## src/rtl/fbd_pkg.sv

```systemverilog
`timescale 1ns / 1ps

package fbd_pkg;

    localparam int PCLK_W     = 27;
    localparam int BAUD_W     = 23;
    localparam int DIVIDEND_W = 32;
    localparam int DIVISOR_W  = 28;
    localparam int DIV_CNT_W  = $clog2(DIVIDEND_W);
    localparam int DL_W       = 16;
    localparam int FRAC_W     = 4;
    localparam int SUM_W      = FRAC_W + 1;
    localparam int PM_W       = PCLK_W + FRAC_W;
    localparam int RDEN_W     = DL_W + SUM_W + 3;

    localparam logic [PCLK_W-1:0] PCLK_RESET = PCLK_W'(100000000);
    localparam logic [FRAC_W-1:0] MUL_LAST   = 4'd15;

    typedef enum logic [3:0] {
        ST_IDLE,
        ST_P_GO,
        ST_P_WAIT,
        ST_C_MUL,
        ST_D1_GO,
        ST_D1_WAIT,
        ST_C_DL,
        ST_D2_GO,
        ST_D2_WAIT,
        ST_EVAL,
        ST_OUT
    } fbd_state_t;

    typedef struct packed {
        logic                  start;
        logic [DIVIDEND_W-1:0] dividend;
        logic [DIVISOR_W-1:0]  divisor;
    } div_req_t;

    typedef struct packed {
        logic                  busy;
        logic                  done;
        logic [DIVIDEND_W-1:0] quotient;
        logic [DIVISOR_W-1:0]  remainder;
    } div_rsp_t;

endpackage

```

## src/rtl/fractional_baud_divider_search_unit.sv

```systemverilog
`timescale 1ns / 1ps

// Fractional baud rate divider search.
// cfg_valid/cfg_ready/cfg_data write the peripheral clock frequency in hertz;
// cfg_ready is always high, and the value should change only while idle.
// A transfer on s_tvalid/s_tready carries a requested baud rate. The unit then
// answers with one transfer on m_tvalid/m_tready: the 16-bit divisor latch value
// and the fractional multiplier and add value, with m_tuser set when the
// requested rate was zero and no setting is produced.
// All divisions go through one 32-bit restoring divider. When the clock divides
// evenly by sixteen times the rate, the result is offered once the first
// division is done. Otherwise 120 candidate pairs are tried, each with two
// divisions plus the setup and compare states ST_C_MUL, ST_C_DL and ST_EVAL.
// A zero rate is offered in the cycle right after its transfer.
// s_tready is low from the accepted transfer until the result has been taken, and
// the next transfer can be accepted in the cycle after that; a stalled receiver
// simply holds the result in m_tdata.
// Reset restores the clock register to 100 MHz and returns the unit to idle.
module fractional_baud_divider_search_unit (
    input  logic        aclk,
    input  logic        aresetn,
    input  logic        cfg_valid,
    output logic        cfg_ready,
    input  logic [26:0] cfg_data,    // pclk_hz
    input  logic        s_tvalid,
    output logic        s_tready,
    input  logic [23:0] s_tdata,     // [22:0] requested rate, [23] zero pad
    output logic        m_tvalid,
    input  logic        m_tready,
    output logic [23:0] m_tdata,     // [15:0] divisor_latch, [19:16] mul_val,
                                     // [23:20] div_add_val
    output logic        m_tuser      // [0] unchanged
);
    import fbd_pkg::*;

    fbd_state_t state_reg, state_next;

    logic [PCLK_W-1:0]    pclk_reg;
    logic [BAUD_W-1:0]    baud_reg, baud_next;
    logic [FRAC_W-1:0]    mv_reg, mv_next;
    logic [FRAC_W-1:0]    dav_reg, dav_next;
    logic [PM_W-1:0]      pm_reg, pm_next;
    logic [DIVISOR_W-1:0] den_reg, den_next;
    logic                 wide_reg, wide_next;
    logic [DL_W-1:0]      dl_reg, dl_next;
    logic [RDEN_W-1:0]    rden_reg, rden_next;
    logic [BAUD_W-1:0]    best_err_reg, best_err_next;
    logic [DL_W-1:0]      dl_best_reg, dl_best_next;
    logic [FRAC_W-1:0]    mul_best_reg, mul_best_next;
    logic [FRAC_W-1:0]    add_best_reg, add_best_next;
    logic                 unch_reg, unch_next;

    div_req_t div_req;
    div_rsp_t div_rsp;

    logic                  s_fire;
    logic                  m_fire;
    logic [SUM_W-1:0]      frac_sum;
    logic                  last_pair;
    logic [DIVIDEND_W-4:0] q_round;
    logic [DL_W-1:0]       dl_raw;
    logic [DIVIDEND_W:0]   rate_x2;
    logic [DIVIDEND_W-1:0] rate;
    logic [DIVIDEND_W-1:0] err;

    assign cfg_ready = 1'b1;
    assign s_fire    = s_tvalid && s_tready;
    assign m_fire    = m_tvalid && m_tready;
    assign frac_sum  = SUM_W'(mv_reg) + SUM_W'(dav_reg);
    assign last_pair = (dav_reg == mv_reg - 1'b1);

    // The divisor is the rounded quotient scaled down by 64 (32 when the doubled
    // clock product already reaches bit 31), truncated to 16 bits.
    always_comb begin
        if (wide_reg) begin
            q_round = {1'b0, div_rsp.quotient[DIVIDEND_W-1:4]} + 1'b1;
        end else begin
            q_round = {2'b00, div_rsp.quotient[DIVIDEND_W-1:5]} + 1'b1;
        end
        dl_raw = q_round[DL_W:1];
    end

    assign rate_x2 = {1'b0, div_rsp.quotient} + 1'b1;
    assign rate    = rate_x2[DIVIDEND_W:1];
    assign err     = (rate > DIVIDEND_W'(baud_reg)) ? rate - DIVIDEND_W'(baud_reg)
                                                    : DIVIDEND_W'(baud_reg) - rate;

    // Next-state logic.
    always_comb begin
        state_next = state_reg;
        unique case (state_reg)
            ST_IDLE: begin
                if (s_fire) begin
                    state_next = (s_tdata[BAUD_W-1:0] == '0) ? ST_OUT : ST_P_GO;
                end
            end
            ST_P_GO:    state_next = ST_P_WAIT;
            ST_P_WAIT: begin
                if (div_rsp.done) begin
                    state_next = (div_rsp.remainder == '0) ? ST_OUT : ST_C_MUL;
                end
            end
            ST_C_MUL:   state_next = ST_D1_GO;
            ST_D1_GO:   state_next = ST_D1_WAIT;
            ST_D1_WAIT: begin
                if (div_rsp.done) begin
                    state_next = ST_C_DL;
                end
            end
            ST_C_DL:    state_next = ST_D2_GO;
            ST_D2_GO:   state_next = ST_D2_WAIT;
            ST_D2_WAIT: begin
                if (div_rsp.done) begin
                    state_next = ST_EVAL;
                end
            end
            ST_EVAL: begin
                state_next = (last_pair && mv_reg == MUL_LAST) ? ST_OUT : ST_C_MUL;
            end
            ST_OUT: begin
                if (m_fire) begin
                    state_next = ST_IDLE;
                end
            end
            default:    state_next = ST_IDLE;
        endcase
    end

    // Handshake and divider operand selection.
    always_comb begin
        s_tready         = 1'b0;
        m_tvalid         = 1'b0;
        div_req.start    = 1'b0;
        div_req.dividend = '0;
        div_req.divisor  = '0;
        unique case (state_reg)
            ST_IDLE: s_tready = 1'b1;
            ST_OUT:  m_tvalid = 1'b1;
            ST_P_GO: begin
                div_req.start    = 1'b1;
                div_req.dividend = DIVIDEND_W'(pclk_reg);
                div_req.divisor  = {1'b0, baud_reg, 4'b0000};
            end
            ST_D1_GO: begin
                div_req.start    = 1'b1;
                div_req.dividend = wide_reg ? {pm_reg[PM_W-1:0], 1'b0}
                                            : {pm_reg[PM_W-2:0], 2'b00};
                div_req.divisor  = den_reg;
            end
            ST_D2_GO: begin
                div_req.start    = 1'b1;
                div_req.dividend = DIVIDEND_W'(pm_reg);
                div_req.divisor  = DIVISOR_W'(rden_reg);
            end
            default: ;
        endcase
    end

    // Datapath registers.
    always_comb begin
        baud_next     = baud_reg;
        mv_next       = mv_reg;
        dav_next      = dav_reg;
        pm_next       = pm_reg;
        den_next      = den_reg;
        wide_next     = wide_reg;
        dl_next       = dl_reg;
        rden_next     = rden_reg;
        best_err_next = best_err_reg;
        dl_best_next  = dl_best_reg;
        mul_best_next = mul_best_reg;
        add_best_next = add_best_reg;
        unch_next     = unch_reg;
        unique case (state_reg)
            ST_IDLE: begin
                baud_next     = s_tdata[BAUD_W-1:0];
                dl_best_next  = '0;
                mul_best_next = 4'd1;
                add_best_next = '0;
                unch_next     = (s_tdata[BAUD_W-1:0] == '0);
            end
            ST_P_WAIT: begin
                dl_best_next  = div_rsp.quotient[DL_W-1:0];
                best_err_next = baud_reg;
                mv_next       = 4'd1;
                dav_next      = '0;
            end
            ST_C_MUL: begin
                pm_next   = PM_W'(pclk_reg) * PM_W'(mv_reg);
                den_next  = DIVISOR_W'(baud_reg) * DIVISOR_W'(frac_sum);
                wide_next = pm_next[PM_W-1];
            end
            ST_D1_WAIT: begin
                if (dav_reg != '0 && dl_raw < DL_W'(2)) begin
                    dl_next = DL_W'(2);
                end else if (dl_raw == '0) begin
                    dl_next = DL_W'(1);
                end else begin
                    dl_next = dl_raw;
                end
            end
            ST_C_DL: begin
                rden_next = {(RDEN_W-3)'(dl_reg) * (RDEN_W-3)'(frac_sum), 3'b000};
            end
            ST_EVAL: begin
                if (err < DIVIDEND_W'(best_err_reg)) begin
                    best_err_next = err[BAUD_W-1:0];
                    dl_best_next  = dl_reg;
                    mul_best_next = mv_reg;
                    add_best_next = dav_reg;
                end
                if (last_pair) begin
                    mv_next  = mv_reg + 1'b1;
                    dav_next = '0;
                end else begin
                    dav_next = dav_reg + 1'b1;
                end
            end
            default: ;
        endcase
    end

    always_ff @(posedge aclk) begin
        if (!aresetn) begin
            state_reg <= ST_IDLE;
            pclk_reg  <= PCLK_RESET;
        end else begin
            state_reg <= state_next;
            if (cfg_valid && cfg_ready) begin
                pclk_reg <= cfg_data;
            end
        end
        baud_reg     <= baud_next;
        mv_reg       <= mv_next;
        dav_reg      <= dav_next;
        pm_reg       <= pm_next;
        den_reg      <= den_next;
        wide_reg     <= wide_next;
        dl_reg       <= dl_next;
        rden_reg     <= rden_next;
        best_err_reg <= best_err_next;
        dl_best_reg  <= dl_best_next;
        mul_best_reg <= mul_best_next;
        add_best_reg <= add_best_next;
        unch_reg     <= unch_next;
    end

    fbd_div u_div (
        .aclk    (aclk),
        .aresetn (aresetn),
        .req     (div_req),
        .rsp     (div_rsp)
    );

    assign m_tdata = {add_best_reg, mul_best_reg, dl_best_reg};
    assign m_tuser = unch_reg;

    // A new division is started only when the shared divider is free.
    a_start_free: assert property (@(posedge aclk) disable iff (!aresetn)
        div_req.start |-> !div_rsp.busy)
        else $error("divider started while busy");

    // The divider never sees a zero divisor.
    a_divisor_nonzero: assert property (@(posedge aclk) disable iff (!aresetn)
        div_req.start |-> div_req.divisor != '0)
        else $error("division by zero issued");

    // After an input transfer no further input is taken until the result leaves.
    a_one_at_a_time: assert property (@(posedge aclk) disable iff (!aresetn)
        s_fire |=> !s_tready)
        else $error("input taken while an item is in progress");

    // A result always carries a usable fractional pair.
    a_frac_pair: assert property (@(posedge aclk) disable iff (!aresetn)
        m_tvalid |-> (m_tdata[19:16] != 4'd0 && m_tdata[23:20] < m_tdata[19:16]))
        else $error("invalid fractional pair");

    // An unchanged result carries the fixed zero divisor.
    a_unchanged_zero: assert property (@(posedge aclk) disable iff (!aresetn)
        (m_tvalid && m_tuser) |-> m_tdata[15:0] == 16'd0)
        else $error("unchanged result with nonzero divisor");

endmodule

```

## src/rtl/fbd_div.sv

```systemverilog
`timescale 1ns / 1ps

module fbd_div (
    input  logic              aclk,
    input  logic              aresetn,
    input  fbd_pkg::div_req_t req,
    output fbd_pkg::div_rsp_t rsp
);
    import fbd_pkg::*;

    logic [DIVISOR_W-1:0]  rem_reg, rem_next;
    logic [DIVIDEND_W-1:0] quo_reg, quo_next;
    logic [DIVISOR_W-1:0]  dsr_reg, dsr_next;
    logic [DIV_CNT_W-1:0]  cnt_reg, cnt_next;
    logic                  busy_reg, busy_next;
    logic                  done_reg, done_next;
    logic [DIVISOR_W:0]    shifted;
    logic [DIVISOR_W:0]    trial;

    // Restoring division, one quotient bit per cycle. The dividend shifts out of
    // the top of quo_reg while quotient bits shift in at the bottom.
    always_comb begin
        shifted   = {rem_reg, quo_reg[DIVIDEND_W-1]};
        trial     = shifted - {1'b0, dsr_reg};
        rem_next  = rem_reg;
        quo_next  = quo_reg;
        dsr_next  = dsr_reg;
        cnt_next  = cnt_reg;
        busy_next = busy_reg;
        done_next = 1'b0;
        if (req.start) begin
            rem_next  = '0;
            quo_next  = req.dividend;
            dsr_next  = req.divisor;
            cnt_next  = '0;
            busy_next = 1'b1;
        end else if (busy_reg) begin
            if (!trial[DIVISOR_W]) begin
                rem_next = trial[DIVISOR_W-1:0];
                quo_next = {quo_reg[DIVIDEND_W-2:0], 1'b1};
            end else begin
                rem_next = shifted[DIVISOR_W-1:0];
                quo_next = {quo_reg[DIVIDEND_W-2:0], 1'b0};
            end
            cnt_next = cnt_reg + 1'b1;
            if (cnt_reg == DIV_CNT_W'(DIVIDEND_W - 1)) begin
                busy_next = 1'b0;
                done_next = 1'b1;
            end
        end
    end

    always_ff @(posedge aclk) begin
        if (!aresetn) begin
            busy_reg <= 1'b0;
            done_reg <= 1'b0;
            cnt_reg  <= '0;
        end else begin
            busy_reg <= busy_next;
            done_reg <= done_next;
            cnt_reg  <= cnt_next;
        end
        rem_reg <= rem_next;
        quo_reg <= quo_next;
        dsr_reg <= dsr_next;
    end

    assign rsp.busy      = busy_reg;
    assign rsp.done      = done_reg;
    assign rsp.quotient  = quo_reg;
    assign rsp.remainder = rem_reg;

endmodule
```

## config.mk

```make
export PLATFORM = sky130hd
export DESIGN_NAME = fractional_baud_divider_search_unit
export DESIGN_NICKNAME = d
export VERILOG_FILES = /design/src/rtl/fbd_pkg.sv /design/src/rtl/fractional_baud_divider_search_unit.sv /design/src/rtl/fbd_div.sv
export SDC_FILE = /design/constraint.sdc
export NUM_CORES = 1
export LEC_CHECK = 0
export BUFFER_PORTS_ARGS = -buffer_cell sky130_fd_sc_hd__buf_4
export CAP_MARGIN = 20
export CORE_MARGIN = 2
export CORE_UTILIZATION = 50
export DETAILED_ROUTE_END_ITERATION = 16
export GPL_TIMING_DRIVEN = 0
export PLACE_DENSITY = 0.66
export SLEW_MARGIN = 20
export SYNTH_ARGS = -nofsm -noshare
export SYNTH_HDL_FRONTEND = slang
export SYNTH_SLANG_ARGS = --single-unit
export TNS_END_PERCENT = 10
```

## constraint.sdc

```tcl
create_clock -name aclk -period 8.62 [get_ports aclk]
set_clock_uncertainty 0.2 [all_clocks]
set_input_delay 1.724 -clock aclk [delete_from_list [all_inputs] [get_ports aclk]]
set_output_delay 1.724 -clock aclk [all_outputs]
set_load 0.05 [all_outputs]
```

---- After elaboration in Yosys (flattened, before gate mapping) ----
Cells that the tools add are included.
cells by class
  add/sub/neg operators ................... 11
  multiply operators ...................... 3
  div/mod/pow operators ................... 0
  $lt $le $gt $ge ......................... 3
  equality and inequality tests ........... 20
  shift-type cells ........................ 0
  muxes and demuxes ....................... 36
  bitwise gates (word level) .............. 2
  reduce and logical (&&, ||, !) cells .... 21
operators by type and width
  cell                                                              count
  61-bit one-hot mux with 3 select lines                            1
  32-bit 2-to-1 mux                                                 4
  4-bit 2-to-1 mux                                                  12
  16-bit one-hot mux with 3 select lines                            1
  23-bit one-hot mux with 2 select lines                            1
  4-bit one-hot mux with 11 select lines                            1
  17-bit by 1-bit adder with 17-bit output (second input constant)  2
  32-bit by 1-bit adder with 33-bit output (second input constant)  1
  32-bit by 23-bit greater-than comparator with 1-bit output        1
  32-bit by 23-bit less-than comparator with 1-bit output           1
  4-bit one-hot mux with 2 select lines                             4
  23-bit by 32-bit subtractor with 32-bit output                    1
  32-bit by 23-bit subtractor with 32-bit output                    1
  27-bit by 4-bit multiplier with 31-bit output                     1
  29-bit by 28-bit subtractor with 29-bit output                    1
  28-bit logical NOT                                                1
  23-bit by 5-bit multiplier with 28-bit output                     1
  28-bit 2-to-1 mux                                                 1
  23-bit logical NOT                                                1
  23-bit 2-to-1 mux                                                 1
  16-bit by 5-bit multiplier with 21-bit output                     1
  17-bit 2-to-1 mux                                                 1
  4-bit by 3-bit == test with 1-bit output (second input constant)  4
  4-bit == test (second input constant)                             4
  other kinds (25)                                                  48
storage, ports and cells
  flip-flop bits (word level) ............. 302
  latch bits .............................. 0
  bits in writable memories ............... 0
  ROM bits ................................ 0
  bits of input ports ..................... 56
  memories kept ........................... 0

---- Depth between registers and ports, before layout ----
  depth in word-level cells ............... 6
  depth in mapped cells ................... 31
  mapped depth without buffers ............ 27

---- Modules after synthesis ----
Synthesis repeated with hierarchy kept, for this count alone.
second synthesis, totals
  cell total of the unflattened synthesis .. 2956
  area, all modules ....................... 27278.7 um^2
by module, submodules not included
  module                               times used  cells an instance  area each (um^2)  seq. area each (um^2)
  fractional_baud_divider_search_unit  1           2446               21883.5           5875.6
  fbd_div                              1           510                5395.2            2502.4

---- Worst setup path before layout ----
Ideal clock, no wire load.
  kind .................................... reg-to-reg
  from .................................... register u_div.quo_reg[0]
  to ...................................... register best_err_reg[0], enable pin
  data arrival time ....................... 6537 ps
  required time ........................... 8003 ps
  path slack .............................. 1466 ps
  cell stages (with the launch flop) ...... 29
  buffers on the path ..................... 3
  clock period less this slack ............ 7154 ps
  path through ............................ edfxtp_1 ha_1 inv_1 nor4_1 nand2_1 xnor2_1 ha_1 clkbuf_1 nand4_1 nor4_1 a31oi_1 nor4_2 nand4_1 a211oi_4 buf_2 buf_2 mux2i_1 ha_1 a21boi_0 o21a_1 o21a_1 o21a_1 o21ai_0 a31oi_1 o21ai_0 nand2_1 a31oi_1 nor2_1 a31oi_1
on the way
  word-level cells in the longest chain between the ends .. 6
  elaborated cells on any way between the ends .. 8
RTL lines
  what                                                                    line                                        text
  start, declared                                                         fbd_div.sv:12                               logic [DIVIDEND_W-1:0] quo_reg, quo_next;
  start signal, assigned                                                  fbd_div.sv:64                               quo_reg <= quo_next;
  32-bit by 1-bit adder with 33-bit output (*)                            fractional_baud_divider_search_unit.sv:83   assign rate_x2 = {1'b0, div_rsp.quotient} + 1'b1;
  23-bit by 32-bit subtractor with 32-bit output (tied with other cells)  fractional_baud_divider_search_unit.sv:86   : DIVIDEND_W'(baud_reg) - rate;
  32-bit 2-to-1 mux (*)                                                   fractional_baud_divider_search_unit.sv:85   assign err = (rate > DIVIDEND_W'(baud_reg)) ? rate - DIVIDEND_W'(baud_reg)
  32-bit by 23-bit less-than comparator with 1-bit output (*)             fractional_baud_divider_search_unit.sv:206  if (err < DIVIDEND_W'(best_err_reg)) begin
  2-bit != test (no line) (*)                                             --
  2-bit AND reduction (no line) (*)                                       --
  end signal, assigned                                                    fractional_baud_divider_search_unit.sv:241  best_err_reg <= best_err_next;
  end, declared                                                           fractional_baud_divider_search_unit.sv:47   logic [BAUD_W-1:0] best_err_reg, best_err_next;
Mark *: on every way between the ends. The rest lies on a longest branch, timed or not.
A chain may end at the register's enable or synchronous reset.

---- Worst setup path in the final report ----
  from .................................... register u_div.quo_reg[8]
  to ...................................... register best_err_reg[13], enable pin
Same word-level chain as after synthesis.

==> metrics.txt <==
outcome=finished, final reports clean; hold_buf cts=0; largest net degree at the start of global routing=30; num rows=84; Num CTS Buffers=38; Final Cell Area=around 0.030 sq mm; WP data arrival=between 8 and 9 ns; die area=approximately 0.055 sq mm; Seq cells post-synth=between 300 and 400; WL/cell=21.23 microns; Worst-Margin Slew=around 1.0 ns; Post-DP HPWL=63.61 mm; Final Util=0.5653; CP Max Fanout=11; clk sinks=around 300; most used flip-flop cell after synthesis=edfxtp_1; Remaining DRCs=0; Initial Util=0.5064; fillers=~4700; number of flip-flops in the largest register=32; syn_area_per_cell=roughly 9.2 sq um; unique cell type count in the Yosys netlist=~80; Placed Cells incl. Taps=3666; path type of the worst setup path=flip-flop to flip-flop; RSZ-0062 raised after global routing=false; Die X-Extent=roughly 230 microns; Finished Layout Cells=3737; DRT iter0 DRCs=approximately 1800; Tmin final=between 8 and 9 ns; final period utilization=0.9386; Ports=84; FF-to-FF path depth=29; metal3 WL=~4.9 mm; Antenna Violating Nets Remaining=0; Area growth syn-to-layout=11.62%; setup TNS=0 ns; Mapped Cells=2886; max_slew headroom=0.3026; fin. max-slew vios=0; net count reported at finish=about 3400; IO buf count=80; global route overflow=0; Setup Viol. Count Final=0; htree depth=2; Yosys top cell area share=0.2652; Ys Warns=0; Post-synth EDFFs=235; layout cells sized above 1=0.07478; Hold Vio Cnt, Final=0; biggest area consumer among synthesized cells=edfxtp_1; hold depth=2; ys async rst share=0; most frequent CP cell=o21a_1; core box area=~0.053 sq mm; worst min path class=flip-flop to flip-flop; number of iterations in the first detailed-routing pass=6; Peak Freq=~120 MHz; Routed WL=between 70 and 80 mm; dpl cell area=0.02825 sq mm; TritonCTS clock tree=yes; later-pin clock latency in the skew report=roughly 0.58 ns; Die H=between 200 and 250 microns; most area-consuming cells after synthesis=edfxtp_1 (27%), fa_1 (12%), ha_1 (9.8%); CTS max path bufs=3; Critical Path Max Stage Delay=0.44 ns; Req. time, crit path=about 8.7 ns; number of global-route vias before repair=21810; n_diodes=0; M1 WL=approximately 34 mm; uppermost layer routed=met4; global-route wire length before repair=around 120 mm; Worst Setup End Kind=flip-flop; number of vias per cell=about 6; CP startpoint kind=flip-flop; Reg clk slew, reported paths=0.06 ns; Seq/Total Area, Yosys=0.3148; via count=about 22000; routed wl met2=37.45 mm; Max Cap Violations=0; gr usage total=0.2842; slowest CP cell=xor2_1; clk root buf=clkbuf_16; gpl congestion=around 0.95; FF-to-FF setup slack=0.53 ns; Syn Std Cell Area=roughly 0.027 sq mm; initial antenna violation count=0; syn nets=about 3300
==> metrics by stage <==
stage	worst slack, ns	hold slack [ns]
final	0.5290	0.3115
after global routing	0.03951	0.3399
after CTS	0.0008011	0.3162
after detailed placement	-0.4605	0.3000
after global placement	-1.665	0.2816
after floorplan	1.466	0.2672
==> metal layers <==
metal	up-vias	GRT usage
met1	10733	0.3704
li1	10216	-
met5	-	0
met4	0	0.1199
met3	152	0.04253
met2	730	0.4725
==> cell usage in the layout, fill, tap and decap left out, types with 9 or more instances in the layout <==
cell type / instances
ha_1: 208
a22oi_1: 21
and2_1: 100
dfxtp_1: 66
mux2i_1: 101
a31oi_1: 13
o211ai_1: 9
nand3_1: 50
nor4_1: 22
buf_4: 95
o21a_1: 20
fa_1: 159
nand2_1: 362
and4_1: 9
a21o_1: 57
buf_1: 17
inv_1: 267
clkbuf_1: 101
nand4_1: 19
edfxtp_1: 235
clkbuf_16: 39
a22o_1: 18
a211oi_1: 18
a221o_1: 10
o21ai_0: 148
xnor2_1: 114
a221oi_1: 21
buf_2: 13
nor2_1: 183
xor2_1: 63
nor3_1: 43
nand2b_1: 27
or3_1: 14
mux2_2: 9
nor2b_1: 59
and3_1: 24
o21bai_1: 11
a21oi_1: 163
==> logic make-up (layout without fill, tap and decap cells) <==
group                      count (synthesis)  count (layout)  share of synthesized area
and+or+nand+nor                          951             951                     0.1715
xor gates and xnor gates                 183             183                    0.06023
adders and majority gates                367             367                     0.2174
DFF                                      301             301                     0.3148
other                                      1               1                  0.0001409
AOI/OAI and AO/OA                        565             565                     0.1347
buffers and inverters                    408             571                    0.05943
muxes                                    110             110                    0.04180
==> path summary, 6_finish.rpt <==
path	from	to
worst min-delay path	u_div.cnt_reg[4]$_SDFFE_PP0P_	u_div.cnt_reg[4]$_SDFFE_PP0P_
worst max register to register	u_div.quo_reg[8]$_DFFE_PP_	best_err_reg[13]$_DFFE_PP_
worst max-delay path	u_div.quo_reg[8]$_DFFE_PP_	best_err_reg[13]$_DFFE_PP_
worst min register to register	u_div.cnt_reg[4]$_SDFFE_PP0P_	u_div.cnt_reg[4]$_SDFFE_PP0P_
==> repair_timing <==
action / 4_1_cts / 5_1_grt
endpoints found under the setup margin: 48 / 48
pin swaps: 1 / 0
resized for setup: 7 / 14
buffers inserted: 1 / 4
gates cloned: 0 / 0
==> area by class of cell <==
| class | instances | area, sq um | share of cell area |
|---|---|---|---|
| Tap cell | 688 | 860.8 | 0.02898 |
| Inverter | 268 | 1006 | 0.03387 |
| Clock inverter | 21 | 266.5 | 0.008972 |
| Sequential cell | 301 | 8378 | 0.2820 |
| Multi-Input combinational cell | 2177 | 16790 | 0.5652 |
| Clock buffer | 46 | 1012 | 0.03408 |
| Buffer | 139 | 581.8 | 0.01959 |
| Timing Repair Buffer | 97 | 809.5 | 0.02725 |
==> cells in the mapped netlist, types with 9 or more instances <==
cell      count
clkbuf_1    100
a221o_1      10
a211oi_1     18
nand4_1      19
o211ai_1      9
mux2_2        9
nor2_1      184
a22oi_1      21
edfxtp_1    235
fa_1        159
and2_1      100
buf_2        15
buf_1        17
nand2b_1     28
ha_1        208
nand3_1      50
a22o_1       18
xnor2_1     118
nand2_1     362
or3_1        14
and3_1       24
o21bai_1     11
a221oi_1     21
o21ai_0     148
nor3_1       45
dfxtp_1      66
a21oi_1     164
nor2b_1      59
a21o_1       57
and4_1        9
mux2i_1     101
a31oi_1      15
inv_1       267
nor4_1       24
xor2_1       65
o21a_1       20
==> critical path, delay by kind of cell, from the launching register on <==
family	cells	cell delay, ns
compound gates	14	3.28
buf+inv	5	1.25
simple gates	5	1.08
xor+xnor	2	0.71
fa+ha+maj	2	0.61
flops	1	0.38
mux	1	0.26
Power is not shown: default switching activity piles up to over one toggle a cycle in this logic, so the estimate is an artifact.
